==> src/apls_pkg.sv <==
// Package of shared types and constants for the angle position loop.
`default_nettype none
package apls_pkg;

   // Field widths.
   localparam int ANGLE_W = 16;
   localparam int DT_W    = 16;
   localparam int COEF_W  = 16;
   localparam int SPEED_W = 24;
   localparam int ERR_W   = 17;
   localparam int WANT_W  = 25;
   localparam int LIMIT_W = 20;
   localparam int DIFF_W  = 22;

   // Register indexes on the control port.
   localparam int CSR_IDX_W = 3;
   localparam logic [CSR_IDX_W-1:0] CSR_TARGET    = 3'd0;
   localparam logic [CSR_IDX_W-1:0] CSR_OFFSET    = 3'd1;
   localparam logic [CSR_IDX_W-1:0] CSR_GAIN      = 3'd2;
   localparam logic [CSR_IDX_W-1:0] CSR_MAX_ACCEL = 3'd3;
   localparam logic [CSR_IDX_W-1:0] CSR_ENABLE    = 3'd4;

   // Register values after reset.
   localparam logic [COEF_W-1:0] GAIN_RESET  = 16'd2560;
   localparam logic [COEF_W-1:0] ACCEL_RESET = 16'd5120;

   // Deadband of 0.001 turn and the speed range.
   localparam logic signed [ERR_W-1:0]   DEADBAND_POS = 17'sd65;
   localparam logic signed [ERR_W-1:0]   DEADBAND_NEG = -17'sd65;
   localparam logic signed [SPEED_W-1:0] SPEED_MAX    = 24'sh7FFFFF;
   localparam logic signed [SPEED_W-1:0] SPEED_MIN    = 24'sh800000;

   // Serial multiplier: signed multiplicand times unsigned multiplier.
   localparam int MUL_A_W   = 24;
   localparam int MUL_B_W   = 16;
   localparam int MUL_P_W   = MUL_A_W + 1 + MUL_B_W;
   localparam int MUL_CNT_W = 5;
   localparam logic [MUL_CNT_W-1:0] MUL_STEPS = 5'd16;

   typedef struct packed {
      logic                      start;
      logic signed [MUL_A_W-1:0] a;
      logic [MUL_B_W-1:0]        b;
   } mul_req_type;

endpackage
`default_nettype wire

==> src/apls_if.sv <==
// Handshake interfaces for the tick, result and control channels.
`default_nettype none
interface apls_req_if;
   logic        valid;
   logic        ready;
   logic [15:0] encoder_angle;
   logic [15:0] time_step;

   modport source (output valid, output encoder_angle, output time_step, input ready);
   modport sink   (input valid, input encoder_angle, input time_step, output ready);
endinterface

interface apls_rsp_if;
   logic        valid;
   logic        ready;
   logic [15:0] motor_phase;
   logic        reached;
   logic [23:0] velocity;

   modport source (output valid, output motor_phase, output reached, output velocity,
                   input ready);
   modport sink   (input valid, input motor_phase, input reached, input velocity,
                   output ready);
endinterface

interface apls_csr_if;
   logic        valid;
   logic        ready;
   logic [2:0]  index;
   logic [15:0] data;

   modport source (output valid, output index, output data, input ready);
   modport sink   (input valid, input index, input data, output ready);
endinterface
`default_nettype wire

==> src/apls_mul.sv <==
// Bit-serial shift-and-add multiplier, one multiplier bit per cycle.
`default_nettype none
module apls_mul (
   input  wire                                      clock,
   input  wire                                      reset,
   input  apls_pkg::mul_req_type                    mul_req,
   output logic                                     mul_done,
   output logic signed [apls_pkg::MUL_P_W-1:0]      mul_product
);
   import apls_pkg::*;

   logic                        busy_ff, busy_in;
   logic                        done_ff, done_in;
   logic [MUL_CNT_W-1:0]        cnt_ff, cnt_in;
   logic signed [MUL_A_W-1:0]   a_ff, a_in;
   logic signed [MUL_A_W:0]     hi_ff, hi_in;
   logic [MUL_B_W-1:0]          lo_ff, lo_in;
   logic signed [MUL_A_W:0]     sum;

   // One step: add the multiplicand if the low bit is set, then shift right.
   always_comb begin
      sum     = hi_ff + (lo_ff[0] ? {a_ff[MUL_A_W-1], a_ff} : '0);
      busy_in = busy_ff;
      done_in = 1'b0;
      cnt_in  = cnt_ff;
      a_in    = a_ff;
      hi_in   = hi_ff;
      lo_in   = lo_ff;
      if (mul_req.start) begin
         busy_in = 1'b1;
         cnt_in  = MUL_STEPS;
         a_in    = mul_req.a;
         hi_in   = '0;
         lo_in   = mul_req.b;
      end else if (busy_ff) begin
         hi_in  = sum >>> 1;
         lo_in  = {sum[0], lo_ff[MUL_B_W-1:1]};
         cnt_in = cnt_ff - 1'b1;
         if (cnt_ff == MUL_CNT_W'(1)) begin
            busy_in = 1'b0;
            done_in = 1'b1;
         end
      end
   end

   // Control flags are reset; the operand and product registers are not.
   always_ff @(posedge clock) begin
      if (reset) begin
         busy_ff <= 1'b0;
         done_ff <= 1'b0;
         cnt_ff  <= '0;
      end else begin
         busy_ff <= busy_in;
         done_ff <= done_in;
         cnt_ff  <= cnt_in;
      end
      a_ff  <= a_in;
      hi_ff <= hi_in;
      lo_ff <= lo_in;
   end

   assign mul_done    = done_ff;
   assign mul_product = {hi_ff, lo_ff};

endmodule
`default_nettype wire

==> src/angle_position_loop_slew_limited.sv <==
// Top level of the slew-limited angle position loop.
//
//   channel   direction   transfer when            carries
//   req_bus   in          req_bus valid & ready    encoder_angle, time_step
//   rsp_bus   out         rsp_bus valid & ready    motor_phase, reached, velocity
//   csr_bus   in          csr_bus valid & ready    index, data (always ready)
//
// An enabled tick outside the deadband has its result in the output register after
// three products from the shared bit-serial multiplier (start, 16 steps, done),
// then clamp, saturation and output.
// A disabled tick or one inside the deadband goes straight to the output state.
// One tick is in work at a time; the next transfer can be taken once the result
// sits in the output register, which holds it while rsp_bus is stalled.
// Reset is synchronous and restores the register defaults and zero state.
`default_nettype none
module angle_position_loop_slew_limited (
   input wire          clock,
   input wire          reset,
   apls_req_if.sink    req_bus,
   apls_rsp_if.source  rsp_bus,
   apls_csr_if.sink    csr_bus
);
   import apls_pkg::*;

   localparam logic [3:0] S_IDLE      = 4'd0;
   localparam logic [3:0] S_WANT_GO   = 4'd1;
   localparam logic [3:0] S_WANT_RUN  = 4'd2;
   localparam logic [3:0] S_LIMIT_GO  = 4'd3;
   localparam logic [3:0] S_LIMIT_RUN = 4'd4;
   localparam logic [3:0] S_CLAMP     = 4'd5;
   localparam logic [3:0] S_SPEED     = 4'd6;
   localparam logic [3:0] S_STEP_GO   = 4'd7;
   localparam logic [3:0] S_STEP_RUN  = 4'd8;
   localparam logic [3:0] S_OUT       = 4'd9;

   // Control registers.
   logic [ANGLE_W-1:0] target_ff, offset_ff;
   logic [COEF_W-1:0]  gain_ff, accel_ff;
   logic               enable_ff;

   // Loop state and working registers.
   logic [3:0]                state_ff, state_in;
   logic signed [SPEED_W-1:0] prev_ff, prev_in;
   logic [ANGLE_W-1:0]        phase_ff, phase_in;
   logic signed [ERR_W-1:0]   err_ff, err_in;
   logic [DT_W-1:0]           dt_ff, dt_in;
   logic signed [WANT_W-1:0]  want_ff, want_in;
   logic [LIMIT_W-1:0]        limit_ff, limit_in;
   logic signed [DIFF_W-1:0]  diff_ff, diff_in;
   logic signed [SPEED_W-1:0] speed_ff, speed_in;
   logic                      reached_ff, reached_in;

   // Output register.
   logic                      rsp_valid_ff, rsp_valid_in;
   logic [ANGLE_W-1:0]        rsp_phase_ff, rsp_phase_in;
   logic                      rsp_reached_ff, rsp_reached_in;
   logic [SPEED_W-1:0]        rsp_velocity_ff, rsp_velocity_in;

   // Multiplier link.
   mul_req_type                 mul_req;
   logic                        mul_done;
   logic signed [MUL_P_W-1:0]   mul_product;

   // Error terms computed at the tick transfer.
   logic [ANGLE_W-1:0]        goal, wrap_d;
   logic signed [ERR_W-1:0]   err_new;
   logic                      in_deadband;
   logic                      req_take, rsp_free;

   // Clamp and saturation terms.
   logic signed [WANT_W:0]    diff_raw;
   logic signed [WANT_W:0]    limit_pos, limit_neg;
   logic signed [SPEED_W+2:0] speed_raw;

   apls_mul u_apls_mul (
      .clock       (clock),
      .reset       (reset),
      .mul_req     (mul_req),
      .mul_done    (mul_done),
      .mul_product (mul_product)
   );

   assign csr_bus.ready = 1'b1;
   assign req_bus.ready = (state_ff == S_IDLE);
   assign req_take      = req_bus.valid && (state_ff == S_IDLE);
   assign rsp_free      = !rsp_valid_ff || rsp_bus.ready;

   // Shortest wrapped error; half a turn maps to plus half a turn.
   always_comb begin
      goal        = target_ff + offset_ff;
      wrap_d      = goal - req_bus.encoder_angle;
      err_new     = (!wrap_d[ANGLE_W-1] || wrap_d == 16'h8000) ? {1'b0, wrap_d}
                                                              : {1'b1, wrap_d};
      in_deadband = (err_new >= DEADBAND_NEG) && (err_new <= DEADBAND_POS);
   end

   // Clamp of the speed change and saturation of the new speed.
   always_comb begin
      diff_raw  = (WANT_W+1)'(want_ff) - (WANT_W+1)'(prev_ff);
      limit_pos = (WANT_W+1)'({1'b0, limit_ff});
      limit_neg = -limit_pos;
      speed_raw = (SPEED_W+3)'(prev_ff) + (SPEED_W+3)'(diff_ff);
   end

   // Multiplier operands for each of the three products.
   always_comb begin
      mul_req.start = 1'b0;
      mul_req.a     = (MUL_A_W)'(err_ff);
      mul_req.b     = gain_ff;
      case (state_ff)
         S_WANT_GO: begin
            mul_req.start = 1'b1;
         end
         S_LIMIT_GO: begin
            mul_req.start = 1'b1;
            mul_req.a     = {{(MUL_A_W-COEF_W){1'b0}}, accel_ff};
            mul_req.b     = dt_ff;
         end
         S_STEP_GO: begin
            mul_req.start = 1'b1;
            mul_req.a     = speed_ff;
            mul_req.b     = dt_ff;
         end
         default: begin
            mul_req.start = 1'b0;
         end
      endcase
   end

   // Tick sequencer.
   always_comb begin
      state_in        = state_ff;
      prev_in         = prev_ff;
      phase_in        = phase_ff;
      err_in          = err_ff;
      dt_in           = dt_ff;
      want_in         = want_ff;
      limit_in        = limit_ff;
      diff_in         = diff_ff;
      speed_in        = speed_ff;
      reached_in      = reached_ff;
      rsp_valid_in    = rsp_valid_ff && !rsp_bus.ready;
      rsp_phase_in    = rsp_phase_ff;
      rsp_reached_in  = rsp_reached_ff;
      rsp_velocity_in = rsp_velocity_ff;
      case (state_ff)
         S_IDLE: begin
            if (req_take) begin
               err_in     = err_new;
               dt_in      = req_bus.time_step;
               reached_in = 1'b0;
               if (!enable_ff) begin
                  state_in = S_OUT;
               end else if (in_deadband) begin
                  reached_in = 1'b1;
                  state_in   = S_OUT;
               end else begin
                  state_in = S_WANT_GO;
               end
            end
         end
         S_WANT_GO:  state_in = S_WANT_RUN;
         S_WANT_RUN: begin
            if (mul_done) begin
               want_in  = mul_product[WANT_W+7:8];
               state_in = S_LIMIT_GO;
            end
         end
         S_LIMIT_GO:  state_in = S_LIMIT_RUN;
         S_LIMIT_RUN: begin
            if (mul_done) begin
               limit_in = mul_product[LIMIT_W+11:12];
               state_in = S_CLAMP;
            end
         end
         S_CLAMP: begin
            if (diff_raw > limit_pos) begin
               diff_in = DIFF_W'(limit_pos);
            end else if (diff_raw < limit_neg) begin
               diff_in = DIFF_W'(limit_neg);
            end else begin
               diff_in = DIFF_W'(diff_raw);
            end
            state_in = S_SPEED;
         end
         S_SPEED: begin
            if (speed_raw > (SPEED_W+3)'(SPEED_MAX)) begin
               speed_in = SPEED_MAX;
            end else if (speed_raw < (SPEED_W+3)'(SPEED_MIN)) begin
               speed_in = SPEED_MIN;
            end else begin
               speed_in = SPEED_W'(speed_raw);
            end
            state_in = S_STEP_GO;
         end
         S_STEP_GO:  state_in = S_STEP_RUN;
         S_STEP_RUN: begin
            if (mul_done) begin
               phase_in = phase_ff + mul_product[ANGLE_W+19:20];
               prev_in  = speed_ff;
               state_in = S_OUT;
            end
         end
         S_OUT: begin
            if (rsp_free) begin
               rsp_valid_in    = 1'b1;
               rsp_phase_in    = phase_ff;
               rsp_reached_in  = reached_ff;
               rsp_velocity_in = prev_ff;
               state_in        = S_IDLE;
            end
         end
         default: state_in = S_IDLE;
      endcase
   end

   // Control register writes.
   always_ff @(posedge clock) begin
      if (reset) begin
         target_ff <= '0;
         offset_ff <= '0;
         gain_ff   <= GAIN_RESET;
         accel_ff  <= ACCEL_RESET;
         enable_ff <= 1'b0;
      end else if (csr_bus.valid) begin
         case (csr_bus.index)
            CSR_TARGET:    target_ff <= csr_bus.data;
            CSR_OFFSET:    offset_ff <= csr_bus.data;
            CSR_GAIN:      gain_ff   <= csr_bus.data;
            CSR_MAX_ACCEL: accel_ff  <= csr_bus.data;
            CSR_ENABLE:    enable_ff <= csr_bus.data[0];
            default:       ;
         endcase
      end
   end

   // Sequencer, loop state and output register.
   always_ff @(posedge clock) begin
      if (reset) begin
         state_ff     <= S_IDLE;
         prev_ff      <= '0;
         phase_ff     <= '0;
         rsp_valid_ff <= 1'b0;
      end else begin
         state_ff     <= state_in;
         prev_ff      <= prev_in;
         phase_ff     <= phase_in;
         rsp_valid_ff <= rsp_valid_in;
      end
      err_ff          <= err_in;
      dt_ff           <= dt_in;
      want_ff         <= want_in;
      limit_ff        <= limit_in;
      diff_ff         <= diff_in;
      speed_ff        <= speed_in;
      reached_ff      <= reached_in;
      rsp_phase_ff    <= rsp_phase_in;
      rsp_reached_ff  <= rsp_reached_in;
      rsp_velocity_ff <= rsp_velocity_in;
   end

   assign rsp_bus.valid       = rsp_valid_ff;
   assign rsp_bus.motor_phase = rsp_phase_ff;
   assign rsp_bus.reached     = rsp_reached_ff;
   assign rsp_bus.velocity    = rsp_velocity_ff;

endmodule
`default_nettype wire

==> src/flat_wrapper.sv <==
// flat-port wrapper written by rule: the top's interface ports become plain ports
module angle_position_loop_slew_limited_flat import apls_pkg::*;
  (clock, reset, req_bus_valid, req_bus_encoder_angle, req_bus_time_step, req_bus_ready, rsp_bus_valid, rsp_bus_motor_phase, rsp_bus_reached, rsp_bus_velocity, rsp_bus_ready, csr_bus_valid, csr_bus_index, csr_bus_data, csr_bus_ready);
  apls_req_if req_bus_i ();
  apls_rsp_if rsp_bus_i ();
  apls_csr_if csr_bus_i ();
  input wire clock;
  input wire reset;
  input wire logic [$bits(req_bus_i.valid)-1:0] req_bus_valid;
  input wire logic [$bits(req_bus_i.encoder_angle)-1:0] req_bus_encoder_angle;
  input wire logic [$bits(req_bus_i.time_step)-1:0] req_bus_time_step;
  output wire logic [$bits(req_bus_i.ready)-1:0] req_bus_ready;
  output wire logic [$bits(rsp_bus_i.valid)-1:0] rsp_bus_valid;
  output wire logic [$bits(rsp_bus_i.motor_phase)-1:0] rsp_bus_motor_phase;
  output wire logic [$bits(rsp_bus_i.reached)-1:0] rsp_bus_reached;
  output wire logic [$bits(rsp_bus_i.velocity)-1:0] rsp_bus_velocity;
  input wire logic [$bits(rsp_bus_i.ready)-1:0] rsp_bus_ready;
  input wire logic [$bits(csr_bus_i.valid)-1:0] csr_bus_valid;
  input wire logic [$bits(csr_bus_i.index)-1:0] csr_bus_index;
  input wire logic [$bits(csr_bus_i.data)-1:0] csr_bus_data;
  output wire logic [$bits(csr_bus_i.ready)-1:0] csr_bus_ready;
  assign req_bus_i.valid = req_bus_valid;
  assign req_bus_i.encoder_angle = req_bus_encoder_angle;
  assign req_bus_i.time_step = req_bus_time_step;
  assign req_bus_ready = req_bus_i.ready;
  assign rsp_bus_valid = rsp_bus_i.valid;
  assign rsp_bus_motor_phase = rsp_bus_i.motor_phase;
  assign rsp_bus_reached = rsp_bus_i.reached;
  assign rsp_bus_velocity = rsp_bus_i.velocity;
  assign rsp_bus_i.ready = rsp_bus_ready;
  assign csr_bus_i.valid = csr_bus_valid;
  assign csr_bus_i.index = csr_bus_index;
  assign csr_bus_i.data = csr_bus_data;
  assign csr_bus_ready = csr_bus_i.ready;
  angle_position_loop_slew_limited u_core (.clock(clock), .reset(reset), .req_bus(req_bus_i), .rsp_bus(rsp_bus_i), .csr_bus(csr_bus_i));
endmodule
==> config.mk <==
export PLATFORM = sky130hd
export DESIGN_NAME = angle_position_loop_slew_limited_flat
export DESIGN_NICKNAME = d
export VERILOG_FILES = /design/src/apls_pkg.sv /design/src/apls_if.sv /design/src/apls_mul.sv /design/src/angle_position_loop_slew_limited.sv /design/src/flat_wrapper.sv
export SDC_FILE = /design/constraint.sdc
export NUM_CORES = 1
export LEC_CHECK = 0
export BUFFER_PORTS_ARGS = -buffer_cell sky130_fd_sc_hd__buf_2
export CORE_AREA = 2 2 176 178
export CTS_CLUSTER_SIZE = 28
export DETAILED_ROUTE_END_ITERATION = 10
export DIE_AREA = 0 0 178 180
export PLACE_DENSITY = 0.85
export SYNTH_ARGS = -nofsm -noshare
export SYNTH_HDL_FRONTEND = slang
export SYNTH_HIERARCHICAL = 1
export SYNTH_SLANG_ARGS = --single-unit
==> constraint.sdc <==
create_clock -name clock -period 7.8 [get_ports clock]
set_input_delay 0.39 -clock clock [delete_from_list [all_inputs] [get_ports clock]]
set_output_delay 0.39 -clock clock [all_outputs]
set_load 0.02 [all_outputs]
==> flow_summary.toml <==
[status]
status = "finished clean"

[global_routing]
grt_max_degree = 87
grt_pass1_wl_um = 76800
grt_overflow = 0
antenna_found_initial = 0
grtUsageTotal = 0.300
grt_pass1_vias = 15100

[final_layout]
area.growth.synth_to_final_pct = 9.96
final_area_mm2 = 0.0218
fin_util = 0.723
nFillCells = 2117
fin_nets = 2340
drive_above_1_share = 0.112
n_antenna_cell = 0

[synth]
syn_inst = 2037
synth.yosys.warnings = 6
syn_area_mm2 = 0.0199
synth_area_per_cell_um2 = 9.75
synth_nets = 2264

[critical_path]
crit_family = "compound AO/OA/AOI/OAI gates"
path_class = "reg2reg"
rrSetupSlack_ps = 2090
max_stage_delay_ps = 630
cp_slowest_cell = "o311ai_0"
end_kind = "register"
r2r_end = "u_core/diff_ff[4]"
cp-startpoint = "u_core/prev_ff[4]"
r2r_start = "u_core/prev_ff[4]"
worstPathArrival_ps = 5980
cp_common_cell = "ha_1"
path_cells = "inv_1, ha_1, a21o_2, o311ai_0, a21oi_1, or2_2, a31oi_1, xnor2_1, ha_1, a21o_1, a2111oi_0, o221ai_1, and2_0, a311o_1, nor4_2, a21oi_2, buf_4, nor3_1, a221oi_2"
crit_buf_inv = 2
startpoint_type = "register"
worstPathMaxFanout = 44
crit_required_ps = 8070
rr_worst_depth = 19

[detailed_routing]
via_count = 15600
wl_per_cell_um = 19.0
wl_um = 48300
first_pass_iters = 5
drtIter0Drc = 1438
drcViolationCount = 0
vias_per_cell = 6.14
detail-route-antenna-nets = 0

[timing]
fin_skew_ps = 24.5
worst_slew_pin_slew_ps = 1330
max_clock_freq_mhz = 175
rsz0062_at_grt = "no"
setup_violations = 0
tns_ps = 0
whs_ps = 24.5
period_needed_ps = 5710
maxSlewViolCount = 0
final_hold_viol_count = 0
slew_headroom = 0.108
fin_crit_sh = 0.732

[cts]
clk-insertion-delay-late_ps = 540
postCtsSetupRepairBufs = 0
clockBufferDepth = 3
post_cts_resized = 0
clk_pin_slew_worst_paths_ps = 60
cts-root-buf = "clkbuf_16"
cts_hold_buf = 0
cts_sinks = 347
cts_buffers = 37
cts_tree = "yes"
htreeDepth = 2

[placed_design]
io_buffers = 98
postPlaceCellArea_mm2 = 0.0206
hpwlAfterDp_um = 34900
globalplace.congestion = 0.924

[min_path]
hold_path.class = "in2reg"
hold_path_end = "u_core/dt_ff[1]"
hold_depth = 1
min_from = "req_bus_time_step[1]"

[pwr]
power_leakage_nw = 8.54
ir_worst_vdd_mv = 0.264
p_per_area_mw_per_mm2 = 249

[floorplan]
die-area_mm2 = 0.0320
coreArea_mm2 = 0.0302
fp.dieH_um = 180
chipWidth_um = 178
ios = 100
rows = 64
initial_core_util = 0.658

[job]
drv_cap = 0
[worst register-to-register path: stages (launching register included)]
cell and delay [ps]:
dfxtp_1 390, inv_1 60, ha_1 360, a21o_2 270, o311ai_0 630, a21oi_1 210
or2_2 360, a31oi_1 200, xnor2_1 240, ha_1 340, a21o_1 180, a2111oi_0 480
o221ai_1 240, and2_0 210, a311o_1 360, nor4_2 180, a21oi_2 80, buf_4 260
nor3_1 320, a221oi_2 60
[cell type report]
cell class | count | area [um2] | area share
Clock buffer | 55 | 1040 | 0.0478
Clock inverter | 13 | 143 | 0.00653
Inverter | 149 | 559 | 0.0256
Multi-Input combinational cell | 1467 | 10000 | 0.458
Sequential cell | 347 | 9010 | 0.413
Tap cell | 396 | 495 | 0.0227
Timing Repair Buffer | 111 | 591 | 0.0270
[registers in the layout (all words and copies together) (netlist names), 4 cells and up]
signal / flops
u_core/want_ff: 25
u_core/prev_ff: 24
u_core/rsp_bus.velocity: 24
u_core/speed_ff: 24
u_core/u_apls_mul/a_ff: 24
u_core/u_apls_mul/hi_ff: 24
u_core/diff_ff: 22
u_core/limit_ff: 20
u_core/err_ff: 17
u_core/accel_ff: 16
u_core/dt_ff: 16
u_core/gain_ff: 16
u_core/offset_ff: 16
u_core/phase_ff: 16
u_core/rsp_bus.motor_phase: 16
u_core/target_ff: 16
u_core/u_apls_mul/lo_ff: 16
u_core/u_apls_mul/cnt_ff: 5
u_core/state_ff: 4
[how the worst max path moves through the flow]
| stage | endpoint | slack (ps) | cells after the start |
|---|---|---|---|
| after floorplan | u_core/diff_ff[0] | 3220 | 19 |
| after global placement | u_core/diff_ff[4] | 2540 | 19 |
| after detailed placement | u_core/diff_ff[3] | 2240 | 19 |
| final | u_core/diff_ff[4] | 2090 | 19 |
| after global routing | u_core/diff_ff[9] | 1710 | 20 |
| after CTS | u_core/diff_ff[3] | 2190 | 19 |
[metrics by stage]
stage                     instances  power (mW)  worst slack, ps
after floorplan                2037        3.34             3220
after global placement         2470        3.65             2540
after detailed placement       2470        3.70             2240
after CTS                      2538        5.43             2190
after global routing           2538        5.65             1710
final                          2538        5.43             2090
[routing by layer]
layer	share of wire	routed length [um]	global-route usage
met2	0.49	23900	0.518
met1	0.41	19800	0.382
met5	0	0	0
met3	0.060	2880	0.0385
met4	0.036	1740	0.117
[layout by cell type, fill, tap and decap left out, types with 5 or more instances in the layout]
cell type and instances:
a211oi_1 19, a21o_1 43, a21oi_1 228, a31oi_1 11, and2_1 29, and3_1 13, buf_2 97, buf_4 14
clkbuf_1 14, clkbuf_16 38, clkinv_2 5, dfxtp_1 141, edfxtp_1 206, fa_1 19, ha_1 152, inv_1 149
maj3_1 6, mux2_2 32, mux2i_1 24, nand2_1 299, nand2b_1 20, nand3_1 34, nand3b_1 13, nand4_1 14
nor2_1 95, nor2b_1 19, nor3_1 37, nor3b_1 7, nor4_1 14, o21a_1 14, o21ai_0 81, o21ai_1 8
o21bai_1 11, o22ai_1 7, o31ai_1 5, or2_2 5, or3_1 5, xnor2_1 75, xor2_1 30
[where the power goes]
part | switching, mW | total (mW) | internal [mW]
Sequential | 0.198 | 2.47 | 2.28
Combinational | 0.761 | 1.23 | 0.469
Clock | 0.725 | 1.73 | 1.00
Total | 1.68 | 5.43 | 3.75
Note: power is estimated with default switching activity, not from simulation.
